File: config.mk
export PLATFORM = sky130hd
export DESIGN_NAME = cpu_lend_reclaim_allocator_unit
export DESIGN_NICKNAME = d
export VERILOG_FILES = /design/src/hdl/clra_pkg.sv /design/src/hdl/clra_ram.sv /design/src/hdl/clra_ctrl.sv /design/src/hdl/clra_dp.sv /design/src/hdl/cpu_lend_reclaim_allocator_unit.sv
export SDC_FILE = /design/constraint.sdc
export NUM_CORES = 1
export LEC_CHECK = 0
export BUFFER_PORTS_ARGS = -buffer_cell sky130_fd_sc_hd__buf_4
export CAP_MARGIN = 20
export CORE_ASPECT_RATIO = 2
export CORE_MARGIN = 3
export CORE_UTILIZATION = 60
export CTS_CLUSTER_DIAMETER = 120
export DETAILED_ROUTE_END_ITERATION = 10
export GPL_ROUTABILITY_DRIVEN = 0
export PLACE_DENSITY_LB_ADDON = 0.08
export SETUP_SLACK_MARGIN = 0.05
export SLEW_MARGIN = 20
export SYNTH_ARGS = -nofsm -noshare
export SYNTH_HDL_FRONTEND = slang
export SYNTH_SLANG_ARGS = --single-unit
File: constraint.sdc
create_clock -name clk -period 6.2 [get_ports clk]
set_clock_uncertainty 0.05 [all_clocks]
set_input_delay 1.24 -clock clk [delete_from_list [all_inputs] [get_ports clk]]
set_output_delay 1.24 -clock clk [all_outputs]
set_load 0.01 [all_outputs]
File: src/hdl/clra_pkg.sv
package clra_pkg;

  localparam int unsigned DFLT_W = 7;
  localparam int unsigned NPROC_W = 5;
  localparam int unsigned PROC_W = 4;
  localparam int unsigned PADDR_W = 3;
  localparam int unsigned PDATA_W = 32;

  localparam logic [DFLT_W-1:0] DFLT_RST = 7'd4;
  localparam logic [NPROC_W-1:0] NPROC_RST = 5'd16;
  localparam int unsigned CNT_RST = 4;

  localparam logic REQ_LEND = 1'b0;
  localparam logic REQ_RECLAIM = 1'b1;

  // register select on paddr[2]
  localparam logic REG_DFLT = 1'b0;
  localparam logic REG_NPROC = 1'b1;

  typedef struct packed {
    logic ld;
    logic head;
    logic lwalk;
    logic lwp;
    logic rwalk;
    logic fin;
  } clra_cmd_t;

  typedef struct packed {
    logic bad;
    logic lend;
    logic lw_stop;
    logic lw_found;
    logic rw_stop;
    logic out_busy;
  } clra_sts_t;

endpackage

File: src/hdl/clra_ram.sv
module clra_ram #(
  parameter int unsigned WIDTH = 12,
  parameter int unsigned DEPTH = 16
) (
  input  logic                     clk,
  input  logic                     we,
  input  logic [$clog2(DEPTH)-1:0] waddr,
  input  logic [WIDTH-1:0]         wdata,
  input  logic [$clog2(DEPTH)-1:0] raddr,
  output logic [WIDTH-1:0]         rdata
);

  logic [WIDTH-1:0] mem_r [DEPTH];
  logic [WIDTH-1:0] rdata_r;

  always_ff @(posedge clk) begin
    if (we) begin
      mem_r[waddr] <= wdata;
    end
    rdata_r <= mem_r[raddr];
  end

  assign rdata = rdata_r;

endmodule

File: src/hdl/clra_ctrl.sv
module clra_ctrl import clra_pkg::*; (
  input  logic      clk,
  input  logic      rst_n,
  input  logic      in_valid,
  output logic      in_stall,
  input  clra_sts_t sts,
  output clra_cmd_t cmd
);

  localparam logic [2:0] S_IDLE  = 3'd0;
  localparam logic [2:0] S_HEAD  = 3'd1;
  localparam logic [2:0] S_LWALK = 3'd2;
  localparam logic [2:0] S_LWRP  = 3'd3;
  localparam logic [2:0] S_RWALK = 3'd4;
  localparam logic [2:0] S_FIN   = 3'd5;

  logic [2:0] state_r;
  logic [2:0] state_nxt;

  assign in_stall = (state_r != S_IDLE);

  always_comb begin
    cmd = '0;
    state_nxt = state_r;
    unique case (state_r)
      S_IDLE: begin
        if (in_valid) begin
          cmd.ld = 1'b1;
          state_nxt = S_HEAD;
        end
      end
      S_HEAD: begin
        cmd.head = 1'b1;
        priority if (sts.bad) begin
          state_nxt = S_FIN;
        end else if (sts.lend) begin
          state_nxt = S_LWALK;
        end else begin
          state_nxt = S_RWALK;
        end
      end
      S_LWALK: begin
        cmd.lwalk = 1'b1;
        if (sts.lw_stop) begin
          state_nxt = sts.lw_found ? S_LWRP : S_FIN;
        end
      end
      S_LWRP: begin
        cmd.lwp = 1'b1;
        state_nxt = S_FIN;
      end
      S_RWALK: begin
        cmd.rwalk = 1'b1;
        if (sts.rw_stop) begin
          state_nxt = S_FIN;
        end
      end
      S_FIN: begin
        if (!sts.out_busy) begin
          cmd.fin = 1'b1;
          state_nxt = S_IDLE;
        end
      end
      default: begin
        state_nxt = S_IDLE;
      end
    endcase
  end

  always_ff @(posedge clk) begin
    if (!rst_n) begin
      state_r <= S_IDLE;
    end else begin
      state_r <= state_nxt;
    end
  end

endmodule

File: src/hdl/clra_dp.sv
module clra_dp import clra_pkg::*; #(
  parameter int unsigned MAX_PROCS = 16,
  parameter int unsigned COUNT_BITS = 12
) (
  input  logic                  clk,
  input  logic                  rst_n,
  input  clra_cmd_t             cmd,
  output clra_sts_t             sts,
  input  logic                  in_req_type,
  input  logic [PROC_W-1:0]     in_proc_index,
  input  logic [DFLT_W-1:0]     dflt,
  input  logic [NPROC_W-1:0]    nproc,
  input  logic                  out_stall,
  output logic                  out_valid,
  output logic                  out_changed_valid,
  output logic [PROC_W-1:0]     out_changed_proc,
  output logic [COUNT_BITS-1:0] out_changed_count,
  output logic [COUNT_BITS-1:0] out_requester_count,
  output logic [COUNT_BITS-1:0] out_idle_count,
  output logic                  out_bad_request
);

  localparam int unsigned IDX_W = $clog2(MAX_PROCS);
  localparam int unsigned CW = ((COUNT_BITS > 8) ? COUNT_BITS : 8) + 1;
  localparam logic [COUNT_BITS-1:0] CNT_MAX = {COUNT_BITS{1'b1}};
  localparam logic [COUNT_BITS-1:0] CNT_INIT = COUNT_BITS'(CNT_RST);

  logic [PROC_W-1:0]     p_r;
  logic                  lend_r;
  logic [IDX_W-1:0]      wa_r;
  logic [CW-1:0]         amount_r;
  logic                  chg_r;
  logic [IDX_W-1:0]      cidx_r;
  logic [COUNT_BITS-1:0] ccount_r;
  logic [COUNT_BITS-1:0] reqc_r;
  logic                  bad_r;
  logic [COUNT_BITS-1:0] idle_r;
  logic [MAX_PROCS-1:0]  valid_r;
  logic                  vq_r;

  logic                  out_valid_r;
  logic                  out_chg_r;
  logic [PROC_W-1:0]     out_proc_r;
  logic [COUNT_BITS-1:0] out_ccount_r;
  logic [COUNT_BITS-1:0] out_reqc_r;
  logic [COUNT_BITS-1:0] out_idle_r;
  logic                  out_bad_r;

  logic [8:0]            np9;
  logic [8:0]            ring9;
  logic [8:0]            p9;
  logic [8:0]            in9;
  logic [8:0]            cidx9;
  logic [8:0]            p_inc;
  logic [8:0]            wa_inc;
  logic [IDX_W-1:0]      pidx;
  logic [IDX_W-1:0]      p_nx;
  logic [IDX_W-1:0]      wa_nx;
  logic                  pok;

  logic [COUNT_BITS-1:0] rdata;
  logic [COUNT_BITS-1:0] cur;
  logic [CW-1:0]         cur_e;
  logic [CW-1:0]         dflt_e;
  logic [CW-1:0]         dflt2_e;
  logic [CW-1:0]         idle_e;
  logic [CW-1:0]         sub_e;
  logic [COUNT_BITS-1:0] dflt_sat;
  logic [CW:0]           sum_l;
  logic [CW:0]           sum_i;
  logic [COUNT_BITS-1:0] sat_l;
  logic [COUNT_BITS-1:0] sat_i;
  logic                  c_ge2;
  logic                  c_gt;
  logic                  bad;
  logic                  lw_stop;
  logic                  lw_found;
  logic                  rw_stop;

  logic                  we;
  logic [IDX_W-1:0]      waddr;
  logic [COUNT_BITS-1:0] wdata;
  logic [IDX_W-1:0]      raddr;

  // ring size and ring successor
  assign np9 = 9'(nproc);
  assign ring9 = (np9 == 9'd0) ? 9'd1 :
                 (np9 > 9'(MAX_PROCS)) ? 9'(MAX_PROCS) : np9;
  assign p9 = 9'(p_r);
  assign in9 = 9'(in_proc_index);
  assign cidx9 = 9'(cidx_r);
  assign pidx = p9[IDX_W-1:0];
  assign pok = (p9 < ring9);
  assign p_inc = 9'(pidx) + 9'd1;
  assign wa_inc = 9'(wa_r) + 9'd1;
  assign p_nx = (p_inc == ring9) ? '0 : p_inc[IDX_W-1:0];
  assign wa_nx = (wa_inc == ring9) ? '0 : wa_inc[IDX_W-1:0];

  // entry never written reads as its reset count
  assign cur = vq_r ? rdata : CNT_INIT;

  assign cur_e = CW'(cur);
  assign dflt_e = CW'(dflt);
  assign dflt2_e = dflt_e << 1;
  assign idle_e = CW'(idle_r);
  assign sub_e = cur_e - dflt_e;
  assign dflt_sat = (dflt_e > CW'(CNT_MAX)) ? CNT_MAX : dflt_e[COUNT_BITS-1:0];
  assign sum_l = (CW+1)'(cur) + (CW+1)'(amount_r);
  assign sum_i = (CW+1)'(idle_r) + (CW+1)'(amount_r);
  assign sat_l = (sum_l > (CW+1)'(CNT_MAX)) ? CNT_MAX : sum_l[COUNT_BITS-1:0];
  assign sat_i = (sum_i > (CW+1)'(CNT_MAX)) ? CNT_MAX : sum_i[COUNT_BITS-1:0];
  assign c_ge2 = (cur_e >= dflt2_e);
  assign c_gt = (cur_e > dflt_e);

  assign bad = !pok || (lend_r ? (cur == '0) : (cur != '0));
  assign lw_found = (wa_r != pidx) && (cur != '0);
  assign lw_stop = (wa_r == pidx) || (cur != '0);
  assign rw_stop = !(amount_r < dflt_e) || (wa_r == pidx);

  assign sts.bad = bad;
  assign sts.lend = lend_r;
  assign sts.lw_stop = lw_stop;
  assign sts.lw_found = lw_found;
  assign sts.rw_stop = rw_stop;
  assign sts.out_busy = out_valid_r && out_stall;

  always_comb begin
    we = 1'b0;
    waddr = wa_r;
    wdata = '0;
    if (cmd.lwalk && lw_found) begin
      we = 1'b1;
      wdata = sat_l;
    end else if (cmd.lwalk && lw_stop) begin
      we = 1'b1;
      waddr = pidx;
    end else if (cmd.lwp) begin
      we = 1'b1;
      waddr = pidx;
    end else if (cmd.rwalk && rw_stop) begin
      we = 1'b1;
      waddr = pidx;
      wdata = dflt_sat;
    end else if (cmd.rwalk && c_ge2) begin
      we = 1'b1;
      wdata = sub_e[COUNT_BITS-1:0];
    end else if (cmd.rwalk && c_gt) begin
      we = 1'b1;
      wdata = dflt_e[COUNT_BITS-1:0];
    end
  end

  always_comb begin
    priority if (cmd.ld) begin
      raddr = in9[IDX_W-1:0];
    end else if (cmd.head) begin
      raddr = p_nx;
    end else begin
      raddr = wa_nx;
    end
  end

  clra_ram #(
    .WIDTH(COUNT_BITS),
    .DEPTH(MAX_PROCS)
  ) u_table (
    .clk  (clk),
    .we   (we),
    .waddr(waddr),
    .wdata(wdata),
    .raddr(raddr),
    .rdata(rdata)
  );

  always_ff @(posedge clk) begin
    if (!rst_n) begin
      idle_r <= '0;
      valid_r <= '0;
      vq_r <= 1'b0;
      out_valid_r <= 1'b0;
    end else begin
      vq_r <= valid_r[raddr];
      if (we) begin
        valid_r[waddr] <= 1'b1;
      end
      if (cmd.head && !bad && !lend_r) begin
        idle_r <= (idle_e >= dflt_e) ? (idle_r - dflt_e[COUNT_BITS-1:0]) : '0;
      end else if (cmd.lwalk && lw_stop && !lw_found) begin
        idle_r <= sat_i;
      end
      if (cmd.fin) begin
        out_valid_r <= 1'b1;
      end else if (out_valid_r && !out_stall) begin
        out_valid_r <= 1'b0;
      end
    end
  end

  always_ff @(posedge clk) begin
    if (cmd.ld) begin
      p_r <= in_proc_index;
      lend_r <= (in_req_type == REQ_LEND);
      chg_r <= 1'b0;
      bad_r <= 1'b0;
    end
    if (cmd.head) begin
      bad_r <= bad;
      reqc_r <= pok ? cur : '0;
      wa_r <= p_nx;
      if (lend_r) begin
        amount_r <= cur_e;
      end else begin
        amount_r <= (idle_e >= dflt_e) ? dflt_e : idle_e;
      end
    end
    if (cmd.lwalk) begin
      if (lw_found) begin
        chg_r <= 1'b1;
        cidx_r <= wa_r;
        ccount_r <= sat_l;
      end else if (lw_stop) begin
        reqc_r <= '0;
      end else begin
        wa_r <= wa_nx;
      end
    end
    if (cmd.lwp) begin
      reqc_r <= '0;
    end
    if (cmd.rwalk) begin
      if (rw_stop) begin
        reqc_r <= dflt_sat;
      end else begin
        if (c_ge2) begin
          amount_r <= dflt_e;
          chg_r <= 1'b1;
          cidx_r <= wa_r;
          ccount_r <= sub_e[COUNT_BITS-1:0];
        end else if (c_gt) begin
          amount_r <= sub_e;
          chg_r <= 1'b1;
          cidx_r <= wa_r;
          ccount_r <= dflt_e[COUNT_BITS-1:0];
        end
        wa_r <= wa_nx;
      end
    end
    if (cmd.fin) begin
      out_chg_r <= chg_r;
      out_proc_r <= chg_r ? cidx9[PROC_W-1:0] : '0;
      out_ccount_r <= chg_r ? ccount_r : '0;
      out_reqc_r <= reqc_r;
      out_idle_r <= idle_r;
      out_bad_r <= bad_r;
    end
  end

  assign out_valid = out_valid_r;
  assign out_changed_valid = out_chg_r;
  assign out_changed_proc = out_proc_r;
  assign out_changed_count = out_ccount_r;
  assign out_requester_count = out_reqc_r;
  assign out_idle_count = out_idle_r;
  assign out_bad_request = out_bad_r;

endmodule

File: src/hdl/cpu_lend_reclaim_allocator_unit.sv
// out_valid follows an accepted request after the head, walk and finish states, plus any out_stall wait
// throughput: one request in flight; the next is taken the cycle after its result is registered
// the ring walk reads one table entry per cycle through the single table read port
// reset: counts read as 4 per process via per-entry valid bits, idle pool 0,
// default_threads 4, ring size 16; no clearing pass
module cpu_lend_reclaim_allocator_unit import clra_pkg::*; #(
  parameter int unsigned MAX_PROCS = 16,
  parameter int unsigned COUNT_BITS = 12
) (
  input  logic                  clk,
  input  logic                  rst_n,
  input  logic                  in_valid,
  output logic                  in_stall,
  input  logic                  in_req_type,
  input  logic [PROC_W-1:0]     in_proc_index,
  output logic                  out_valid,
  input  logic                  out_stall,
  output logic                  out_changed_valid,
  output logic [PROC_W-1:0]     out_changed_proc,
  output logic [COUNT_BITS-1:0] out_changed_count,
  output logic [COUNT_BITS-1:0] out_requester_count,
  output logic [COUNT_BITS-1:0] out_idle_count,
  output logic                  out_bad_request,
  input  logic                  psel,
  input  logic                  penable,
  input  logic                  pwrite,
  input  logic [PADDR_W-1:0]    paddr,
  input  logic [PDATA_W-1:0]    pwdata,
  output logic [PDATA_W-1:0]    prdata,
  output logic                  pready
);

  logic [DFLT_W-1:0]  dflt_r;
  logic [NPROC_W-1:0] nproc_r;
  logic               cfg_wr;
  clra_cmd_t          cmd;
  clra_sts_t          sts;

  assign pready = 1'b1;
  assign cfg_wr = psel && penable && pwrite;

  always_ff @(posedge clk) begin
    if (!rst_n) begin
      dflt_r <= DFLT_RST;
      nproc_r <= NPROC_RST;
    end else if (cfg_wr) begin
      if (paddr[2] == REG_DFLT) begin
        dflt_r <= pwdata[DFLT_W-1:0];
      end else begin
        nproc_r <= pwdata[NPROC_W-1:0];
      end
    end
  end

  assign prdata = (paddr[2] == REG_NPROC) ? PDATA_W'(nproc_r) : PDATA_W'(dflt_r);

  clra_ctrl u_ctrl (
    .clk     (clk),
    .rst_n   (rst_n),
    .in_valid(in_valid),
    .in_stall(in_stall),
    .sts     (sts),
    .cmd     (cmd)
  );

  clra_dp #(
    .MAX_PROCS (MAX_PROCS),
    .COUNT_BITS(COUNT_BITS)
  ) u_dp (
    .clk                (clk),
    .rst_n              (rst_n),
    .cmd                (cmd),
    .sts                (sts),
    .in_req_type        (in_req_type),
    .in_proc_index      (in_proc_index),
    .dflt               (dflt_r),
    .nproc              (nproc_r),
    .out_stall          (out_stall),
    .out_valid          (out_valid),
    .out_changed_valid  (out_changed_valid),
    .out_changed_proc   (out_changed_proc),
    .out_changed_count  (out_changed_count),
    .out_requester_count(out_requester_count),
    .out_idle_count     (out_idle_count),
    .out_bad_request    (out_bad_request)
  );

  a_bad_no_change: assert property (@(posedge clk) disable iff (!rst_n)
    out_valid && out_bad_request |-> !out_changed_valid)
    else $error("rejected request reports a changed entry");

  a_busy_after_accept: assert property (@(posedge clk) disable iff (!rst_n)
    in_valid && !in_stall |=> in_stall)
    else $error("request taken while another is in flight");

  a_unchanged_zero: assert property (@(posedge clk) disable iff (!rst_n)
    out_valid && !out_changed_valid |-> (out_changed_count == '0) && (out_changed_proc == '0))
    else $error("changed fields set without a change");

endmodule
==> results of run 1 <==
power by group through the flow:
stage	combinational (mW)	sequential, mW	clock (mW)
3_3_place_gp	2.21	2.93	0
2_1_floorplan	1.93	2.75	0
4_1_cts	2.26	2.88	1.86
3_5_place_dp	2.25	2.93	0
5_1_grt	2.42	2.91	1.95
6_report	2.26	2.89	1.83
worst reg2reg max path, cell delays in order (launching register included):
cell and delay (ns):
dfxtp_1 0.71, nor2b_1 0.34, inv_1 0.19, ha_1 0.35, inv_1 0.06, o21bai_1 0.28, a21oi_1 0.15, a211oi_2 0.44
a41oi_1 0.18, o21a_1 0.26, o21ai_2 0.54, nand3_1 0.74
through the flow:
stage | util | hold WS, ns | area (sq um)
finish | 0.669 | 0.399 | 19500
global route | 0.669 | 0.420 | 19500
CTS | 0.669 | 0.396 | 19400
detailed placement | 0.636 | 0.379 | 18500
global placement | 0.636 | 0.373 | 18500
floorplan | - | 0.350 | 17900
flip-flops by register name, summed over array words and instances, names as in the netlist, 4 cells and up:
signal and flops:
u_dp.idle_r 12, u_dp.amount_r 13, nproc_r 5, u_dp.p_r 4, u_dp.out_changed_proc 4, u_dp.out_changed_count 12, u_dp.ccount_r 12, u_dp.cidx_r 4
u_dp.out_requester_count 12, u_dp.wa_r 4, u_dp.reqc_r 12, u_dp.valid_r 16, u_dp.out_idle_count 12, u_dp.u_table.mem_r 192, u_dp.u_table.rdata 12, dflt_r 7
worst max-delay path by stage:
stage                   start                   endpoint  slack [ns]  depth (start not counted)
finish              u_dp.vq_r  u_dp.u_table.mem_r[12][2]        1.42                         11
global route        u_dp.vq_r   u_dp.u_table.mem_r[2][2]        1.17                         11
CTS                 u_dp.vq_r  u_dp.u_table.mem_r[12][2]        1.45                         11
detailed placement  u_dp.vq_r  u_dp.u_table.mem_r[14][2]        1.50                         11
global placement    u_dp.vq_r   u_dp.u_table.mem_r[1][2]        1.63                         11
floorplan           u_dp.vq_r  u_dp.u_table.mem_r[10][0]        1.70                         16
final cells by class:
cell class / instances / area share
tap: 360 / 0.0231
clock inverter: 19 / 0.00907
inverter: 35 / 0.00682
multi-input combinational: 1056 / 0.405
sequential: 343 / 0.476
timing repair buffer: 100 / 0.0392
clock buffer: 36 / 0.0402
kinds of logic after synthesis:
family / Yosys count / synth area share
DFF: 343 / 0.521
buffers and inverters: 149 / 0.0453
xor gates and xnor gates: 58 / 0.0302
muxes: 214 / 0.121
and+or+nand+nor: 371 / 0.108
adders and majority gates: 49 / 0.0348
other: 2 / 0.000422
AOI/OAI and AO/OA: 338 / 0.139
synth_stat cells (8+ instances only):
cell / number
a211oi_1: 10
a21boi_0: 10
a21o_1: 18
a21oi_1: 53
a22oi_1: 20
a31oi_1: 12
a32oi_1: 8
and2_1: 30
and3_1: 8
buf_2: 19
buf_4: 38
clkbuf_1: 44
dfxtp_1: 103
edfxtp_1: 240
ha_1: 42
inv_1: 31
mux2i_1: 209
nand2_1: 110
nand2b_1: 12
nand3_1: 28
nor2_1: 73
nor2b_1: 25
nor3_1: 25
o211ai_1: 17
o21a_1: 33
o21ai_0: 50
o21ai_1: 11
o221ai_1: 9
o31ai_1: 14
xnor2_1: 38
xor2_1: 18
placed cells by master, fill, tap and decap left out, drive strengths merged, types with 31 or more instances in the layout:
cell type	synthesis	routed
mux2i	209	209
nor2	75	75
dfxtp	103	103
and2	31	31
nand2	112	112
xnor2	38	38
edfxtp	240	240
inv	33	34
o21a	33	33
clkbuf	46	36
nor3	32	32
a21oi	56	56
ha	42	42
buf	68	100
o21ai	62	62
per-layer routing:
layer	part of all wire	vias to the layer above	track usage
li1	-	5739	-
met3	0.042	199	0.0334
met4	0.077	0	0.185
met5	0	-	0
met2	0.55	428	0.538
met1	0.33	5987	0.284
==> results_dict.tcl, run 1 <==
set metrics [dict create \
    viasPerCell 6.34 \
    grt_setup_unrepaired "false" \
    antenna_cells 0 \
    worst_path_most_repeated_cell "inv_1" \
    cts_buffers 30 \
    cts.sinks 343 \
    synthFlopType "edfxtp_1" \
    cts_buffer_depth 3 \
    initial_utilization 0.612 \
    path_cells "nor2b_1 > inv_1 > ha_1 > inv_1 > o21bai_1 > a21oi_1 > a211oi_2 > a41oi_1 > o21a_1 > o21ai_2 > nand3_1" \
    synth-edff-count 240 \
    arrival_ns 4.82 \
    fin_ws_ns 1.42 \
    die_area_sq_um 31900 \
    tightest_slew_ns 1.17 \
    num_vias 12353 \
    hp-class "reg2reg" \
    io_pins 124 \
    final.period_utilization 0.771 \
    pwr-share-clk 0.261 \
    grt_pass1_wl_microns 69900 \
    maxSlewHeadroom 0.217 \
    wl_per_cell_microns 23.6 \
    synthCells 1524 \
    seqCellArea_sq_um 9270 \
    cap_viol_max_count 0 \
    cts_setup_buffers 0 \
    wirelength_microns 45900 \
    criticalPathCategory "reg2reg" \
    synthArstFlopShare 0 \
    cts_tree "built" \
    status "finished, final reports clean" \
    post_cts_resized 0 \
    p_leak_nw 7.84 \
    finalSetupViolations 0 \
    preCtsSetupSlack_ns 1.50 \
    detail-route-antenna-nets 0 \
    pwr-share-seq 0.414 \
    maxSlewViolCount 0 \
    hp-start "u_dp.ccount_r[7]" \
    drive_above_1_share 0.130 \
    drcViolationCount 0 \
    overflow 0 \
    worst-path-max-fanout 16 \
    drtIter0Drc 908 \
    clkTransAtPathRegs_ns 0.07 \
    r2r_end "u_dp.u_table.mem_r[12][2]" \
    synth.largest_area_cell "edfxtp_1" \
    ir_drop_uv 341 \
    synth-seq-area-share 0.521 \
    netSwitchingFraction 0.348 \
    io_buffers 70 \
    grtUsageTotal 0.285 \
    min_to "u_dp.ccount_r[7]" \
    multi_input_area_sq_um 7890 \
    std_cell_rows 88 \
    intPower_mw 4.55 \
    cpMaxStageDelayCell "nand3_1" \
    crit_buf_inv 2 \
    p_comb_frac 0.324 \
    die_h_microns 249 \
    hold_depth 1 \
    clock_tree.root_cell "clkbuf_16" \
    dp_hpwl_microns 33000 \
    p_total_mw 6.98 \
    fin_tns_setup_ns 0 \
    hold_viol 0 \
    synth_area_per_cell_sq_um 11.7 \
    synth_top_area_frac 0.405 \
    cts_hold_buf 0 \
    end_kind "register" \
    area_growth_pct 9.46 \
    insertion_delay_ns 0.59 \
    start_kind "register" \
    max_freq_mhz 209 \
    synth_cell_types 112 \
    htree_levels 1 \
    grt_antenna_before_repair 0 \
    r2r_cells 11 \
    stdcell_count 1949 \
    final_nets 1657 \
    fillers 2307 \
    cp_top_family "compound AO/OA/AOI/OAI gates" \
    critPathMaxStageDelay_ns 0.73 \
    reg2reg_from "u_dp.vq_r" \
    r2r_slack_ns 1.42 \
    fin_crit_ns 4.78 \
    ys_top_cells_by_area "edfxtp_1 41%, mux2i_1 12%, dfxtp_1 12%" \
    cp.required_ns 6.24 \
    p_sw_mw 2.43 \
    ys_seq_elements 343 \
    grt_pass1_vias 12650 \
    grt_max_degree 99 \
    power.density_nw_per_um2 359 \
    netlist_area_sq_um 17800 \
    firstDrtPassIters 5 \
    synth_warnings 0 \
    chipWidth_microns 128 \
    core_sq_um 29100 \
    placed_cells 1893 \
]
No activity file was read; power rests on OpenSTA's default activity.
==> run 2, diff against run 1 <==
Settings changed: CORE_UTILIZATION 60 to 55.
Clock period 6.2 ns to 4.27 ns, I/O delays scaled along.
==> run 2 against run 1 <==
Count of clock-buffer cells in the layout unchanged. Total power up 50%. Utilization down 3.9 points. Sequential share of layout area down 1.2 points. Design area up 2.6%. Cell count up 5.4%. Non-clock buffer count up 40. Fmax up 19%. Routed wire length up 6.1%. Via count up 1.7%. Die area up 8.8%. Critical endpoint is now u_dp.u_table.mem_r[15][3].
==> results_dict.tcl, run 2 (synthesis gave the netlist of run 1 again) <==
set metrics [dict create \
    status "finished, final reports clean" \
    grt_antenna_before_repair 0 \
    fin_ws_ns 0.249 \
    hold_viol 0 \
    num_vias 12568 \
    std_cell_rows 92 \
    cts.sinks 343 \
    detail-route-antenna-nets 0 \
    hold_depth 1 \
    path_cells "nor2b_1 > inv_1 > ha_1 > inv_1 > o21bai_1 > a21oi_1 > a211oi_2 > a41oi_1 > o21a_1 > o31ai_1 > o21ai_0 > buf_4" \
    antenna_cells 0 \
    cts_tree "built" \
    holdWs_ns 0.394 \
    fin_tns_setup_ns 0 \
    wirelength_microns 48700 \
    layout_common_cells "240 x edfxtp_1, 209 x mux2i_1, 132 x buf_4, 110 x nand2_1, 103 x dfxtp_1" \
    grtUsageTotal 0.275 \
    wl_per_cell_microns 23.7 \
    cts_buffers 31 \
    reg_top3 "u_dp.u_table.mem_r x192, u_dp.valid_r x16, u_dp.amount_r x13" \
    viasPerCell 6.12 \
    grt_setup_unrepaired "false" \
    worst_path_most_repeated_cell "inv_1" \
    largest-register "u_dp.u_table.mem_r" \
    firstDrtPassIters 6 \
    hp-start "u_dp.ccount_r[11]" \
    power.density_nw_per_um2 525 \
    final.period_utilization 0.942 \
    dp_hpwl_microns 35500 \
    clock_tree.root_cell "clkbuf_16" \
    die_area_sq_um 34600 \
    r2r_slack_ns 0.25 \
    fin_crit_ns 4.02 \
    drcViolationCount 0 \
    p_leak_nw 8.08 \
    r2r_cells 12 \
    cts_hold_buf 0 \
    arrival_ns 4.28 \
    intPower_mw 6.84 \
    p_sw_mw 3.64 \
    cts_setup_buffers 0 \
    placed_cells 1996 \
    drtIter0Drc 958 \
    preCtsSetupSlack_ns 0.320 \
    p_comb_frac 0.344 \
    io_buffers 70 \
    p_total_mw 10.5 \
    r2r_end "u_dp.u_table.mem_r[15][3]" \
    clkTransAtPathRegs_ns 0.07 \
    fillers 2559 \
    critPathLaunch "u_dp.vq_r" \
    design_area_sq_um 20000 \
    maxSlewHeadroom 0.302 \
    cp.required_ns 4.53 \
    critPathMaxStageDelay_ns 0.54 \
    tightest_slew_ns 1.04 \
    post_dp_cell_area_sq_um 18900 \
    drive_above_1_share 0.155 \
    chipWidth_microns 133 \
    reg2reg_from "u_dp.vq_r" \
    criticalPathCategory "reg2reg" \
    max_freq_mhz 249 \
    stdcell_count 2054 \
    cts_buffer_depth 3 \
    netSwitchingFraction 0.348 \
    insertion_delay_ns 0.58 \
    final_core_util 0.630 \
    finalSetupViolations 0 \
    final_nets 1698 \
    hp-class "reg2reg" \
    grt_max_degree 48 \
    htree_levels 1 \
    final_common_cell "edfxtp_1" \
    largest_register_ffs 192 \
    cap_viol_max_count 0 \
    io_pins 124 \
    die_h_microns 260 \
    core_sq_um 31700 \
    start_kind "register" \
    maxSlewViolCount 0 \
    ir_drop_uv 611 \
    overflow 0 \
    initial_utilization 0.562 \
    end_kind "register" \
    worst-path-max-fanout 16 \
    pwr-share-seq 0.395 \
    min_to "u_dp.ccount_r[11]" \
    pwr-share-clk 0.261 \
    grt_pass1_vias 12628 \
    cpMaxStageDelayCell "o31ai_1" \
    grt_pass1_wl_microns 72700 \
    area_growth_pct 12.3 \
]
-- run 2: cell types whose count changed in the layout (fill, tap and decap cells not counted), sizes merged --
cell	previous run	this run
clkinvlp	0	2
bufinv	2	3
inv	34	36
buf	100	140
clkinv	18	15
-- run 2: power by group through the flow --
stage,sequential (mW),combinational [mW],clock (mW)
3_3_place_gp,4.19,3.54,0
6_report,4.14,3.61,2.74
5_1_grt,4.15,3.84,2.91
2_1_floorplan,3.99,2.80,0
3_5_place_dp,4.20,3.59,0
4_1_cts,4.12,3.60,2.79
-- run 2: area by class of cell --
class / instances / area, sq um / area share
multi-input cells: 1056 / 7900 / 0.396
clock buffers: 36 / 795 / 0.0398
inverters: 35 / 133 / 0.00665
clock inverters: 21 / 191 / 0.00959
repair buffers: 140 / 1150 / 0.0574
well taps: 423 / 529 / 0.0265
flip-flops and latches: 343 / 9270 / 0.464
-- run 2: repair_timing --
| item | 4_1_cts | 5_1_grt |
|---|---|---|
| gates resized for setup | 0 | 3 |
| endpoints found under the setup margin | 0 | 81 |
| endpoints found under the hold margin | 0 | 0 |
-- run 2: worst max path at each step --
stage / end / slack, ns / depth (start not counted)
4_1_cts: u_dp.u_table.mem_r[10][7] / 0.29 / 10
5_1_grt: u_dp.u_table.mem_r[15][3] / 0.11 / 12
3_3_place_gp: u_dp.u_table.mem_r[8][3] / 0.39 / 11
3_5_place_dp: u_dp.u_table.mem_r[2][1] / 0.32 / 10
2_1_floorplan: u_dp.u_table.mem_r[10][0] / -0.23 / 16
6_report: u_dp.u_table.mem_r[15][3] / 0.25 / 12
-- run 2: metal layers --
layer	wire, microns	global-route usage	vias to the layer above
li1	-	-	5814
met1	16300	0.274	6138
met2	26600	0.529	427
met3	2040	0.0287	189
met4	3730	0.185	0
met5	0	0	-
-- run 2: critical path: cells and delay by family (launching register included) --
| family | cells | cell delay, ns |
|---|---|---|
| buffers and inverters | 3 | 0.47 |
| adders and majority gates | 1 | 0.33 |
| DFF | 1 | 0.46 |
| AOI/OAI and AO/OA | 7 | 2.22 |
| and+or+nand+nor | 1 | 0.24 |
==> run 3, diff against run 2 <==
Settings changed: CORE_UTILIZATION 55 to 60.
Clock period 4.27 ns to 4.9 ns, I/O delays scaled along.
==> run 3 against run 2 <==
Register-to-register slack improved by 0.42 ns. Setup slack better by 0.42 ns. Fmax decreased by 4.9%. Flip-flop and latch count unchanged. Cell count decreased by 4.2%. Combinational power shrank 17%. Sequential power decreased by 13%. Utilization is 4.4 points higher. Count of clock-buffer cells in the layout unchanged. Sequential share of layout area up 0.87 points. Total power decreased by 15%. Die area is 8.1% lower.
==> results_dict.tcl, run 3 (synthesis gave the netlist of run 1 again) <==
set metrics [dict create \
    status "finished, final reports clean" \
    reg2reg_from "u_dp.u_table.rdata[1]" \
    grt_setup_unrepaired "false" \
    end_kind "register" \
    grt_max_degree 48 \
    cts_buffer_depth 3 \
    cts.sinks 343 \
    hold_viol 0 \
    insertion_delay_ns 0.56 \
    largest-register "u_dp.u_table.mem_r" \
    multi_input_area_sq_um 7880 \
    die_area_sq_um 31900 \
    final_common_cell "edfxtp_1" \
    overflow 0 \
    criticalPathCategory "reg2reg" \
    clock_tree.root_cell "clkbuf_16" \
    layout_common_cells "240 x edfxtp_1, 209 x mux2i_1, 116 x buf_4, 110 x nand2_1, 103 x dfxtp_1" \
    fillers 2303 \
    core_sq_um 29100 \
    chipWidth_microns 128 \
    cp.required_ns 5.12 \
    drcViolationCount 0 \
    final_nets 1675 \
    fin_ws_ns 0.672 \
    largest_register_ffs 192 \
    max_freq_mhz 237 \
    die_h_microns 249 \
    r2r_cells 10 \
    std_cell_rows 88 \
    detail-route-antenna-nets 0 \
    r2r_end "u_dp.u_table.mem_r[12][6]" \
    fin_tns_setup_ns 0 \
    ir_drop_uv 419 \
    num_vias 12450 \
    maxSlewViolCount 0 \
    drive_above_1_share 0.139 \
    firstDrtPassIters 7 \
    wl_per_cell_microns 23.5 \
    cts_buffers 30 \
    viasPerCell 6.33 \
    start_kind "register" \
    grtUsageTotal 0.288 \
    min_to "u_dp.out_requester_count[11]" \
    hp-start "u_dp.reqc_r[11]" \
    cap_viol_max_count 0 \
    io_pins 124 \
    p_leak_nw 7.93 \
    final.period_utilization 0.863 \
    tightest_slew_ns 1.10 \
    final_core_util 0.674 \
    area_growth_pct 10.2 \
    stdcell_count 1968 \
    hold_depth 0 \
    cts_setup_buffers 0 \
    seqCellArea_sq_um 9270 \
    dp_hpwl_microns 33800 \
    wirelength_microns 46200 \
    drtIter0Drc 920 \
    power.density_nw_per_um2 454 \
    initial_utilization 0.612 \
    arrival_ns 4.45 \
    antenna_cells 0 \
    htree_levels 1 \
    grt_pass1_wl_microns 70600 \
    grt_antenna_before_repair 0 \
    cts_hold_buf 0 \
    cts_tree "built" \
    post_cts_resized 0 \
    r2r_slack_ns 0.67 \
    preCtsSetupSlack_ns 0.763 \
    finalSetupViolations 0 \
    grt_pass1_vias 12591 \
    reg_top3 "u_dp.u_table.mem_r x192, u_dp.valid_r x16, u_dp.amount_r x13" \
    hp-class "reg2reg" \
    io_buffers 70 \
    maxSlewHeadroom 0.265 \
    clkTransAtPathRegs_ns 0.07 \
    worst-path-max-fanout 16 \
    placed_cells 1912 \
    fin_crit_ns 4.23 \
]
## run 3: layer usage
metal / routed length [microns] / share of wire / vias to the layer above / track usage
li1: - / - / 5775 / -
met1: 15300 / 0.33 / 6039 / 0.292
met2: 25600 / 0.55 / 456 / 0.544
met3: 2020 / 0.044 / 180 / 0.0308
met4: 3320 / 0.072 / 0 / 0.184
met5: 0 / 0 / - / 0
## run 3: cell type report
cell class / instances / area share
Multi-Input combinational cell: 1056 / 0.402
Timing Repair Buffer: 118 / 0.0465
Inverter: 35 / 0.00677
Clock inverter: 20 / 0.00798
Clock buffer: 36 / 0.0406
Tap cell: 360 / 0.0230
Sequential cell: 343 / 0.473
## run 3: how the worst max path moves through the flow
stage                                     start                         to  slack (ns)  cells past startpoint
after floorplan                       u_dp.vq_r  u_dp.u_table.mem_r[10][0]        0.40                     16
after CTS                             u_dp.vq_r   u_dp.u_table.mem_r[2][0]        0.74                     10
after global placement                u_dp.vq_r   u_dp.u_table.mem_r[3][0]        0.86                     12
final                     u_dp.u_table.rdata[1]  u_dp.u_table.mem_r[12][6]        0.67                     10
after detailed placement              u_dp.vq_r   u_dp.u_table.mem_r[1][0]        0.76                     10
after global routing                  dflt_r[5]  u_dp.u_table.mem_r[1][11]        0.47                      8
## run 3: stage by stage
step,power [mW],hold slack (ns),instance area (sq um)
after floorplan,5.91,0.350,17900
after CTS,8.93,0.381,19600
after detailed placement,6.64,0.365,18600
final,8.90,0.386,19600
after global routing,9.28,0.388,19600
after global placement,6.58,0.374,18600
## run 3: where the power goes
group | total [mW] | internal, mW | switching, mW
clock network | 2.29 | 1.27 | 1.03
logic | 2.99 | 1.24 | 1.76
registers | 3.61 | 3.32 | 0.295
## run 3: critical path: stages, from the launching register on
cell and delay [ns]:
dfxtp_1 0.53, nand2_2 0.17, ha_1 0.30, a21bo_1 0.19
a21boi_1 0.25, o21ai_1 0.09, a222oi_1 0.51, a221o_1 0.36
nand3_1 0.38, o22ai_1 0.54, nand2b_1 0.56
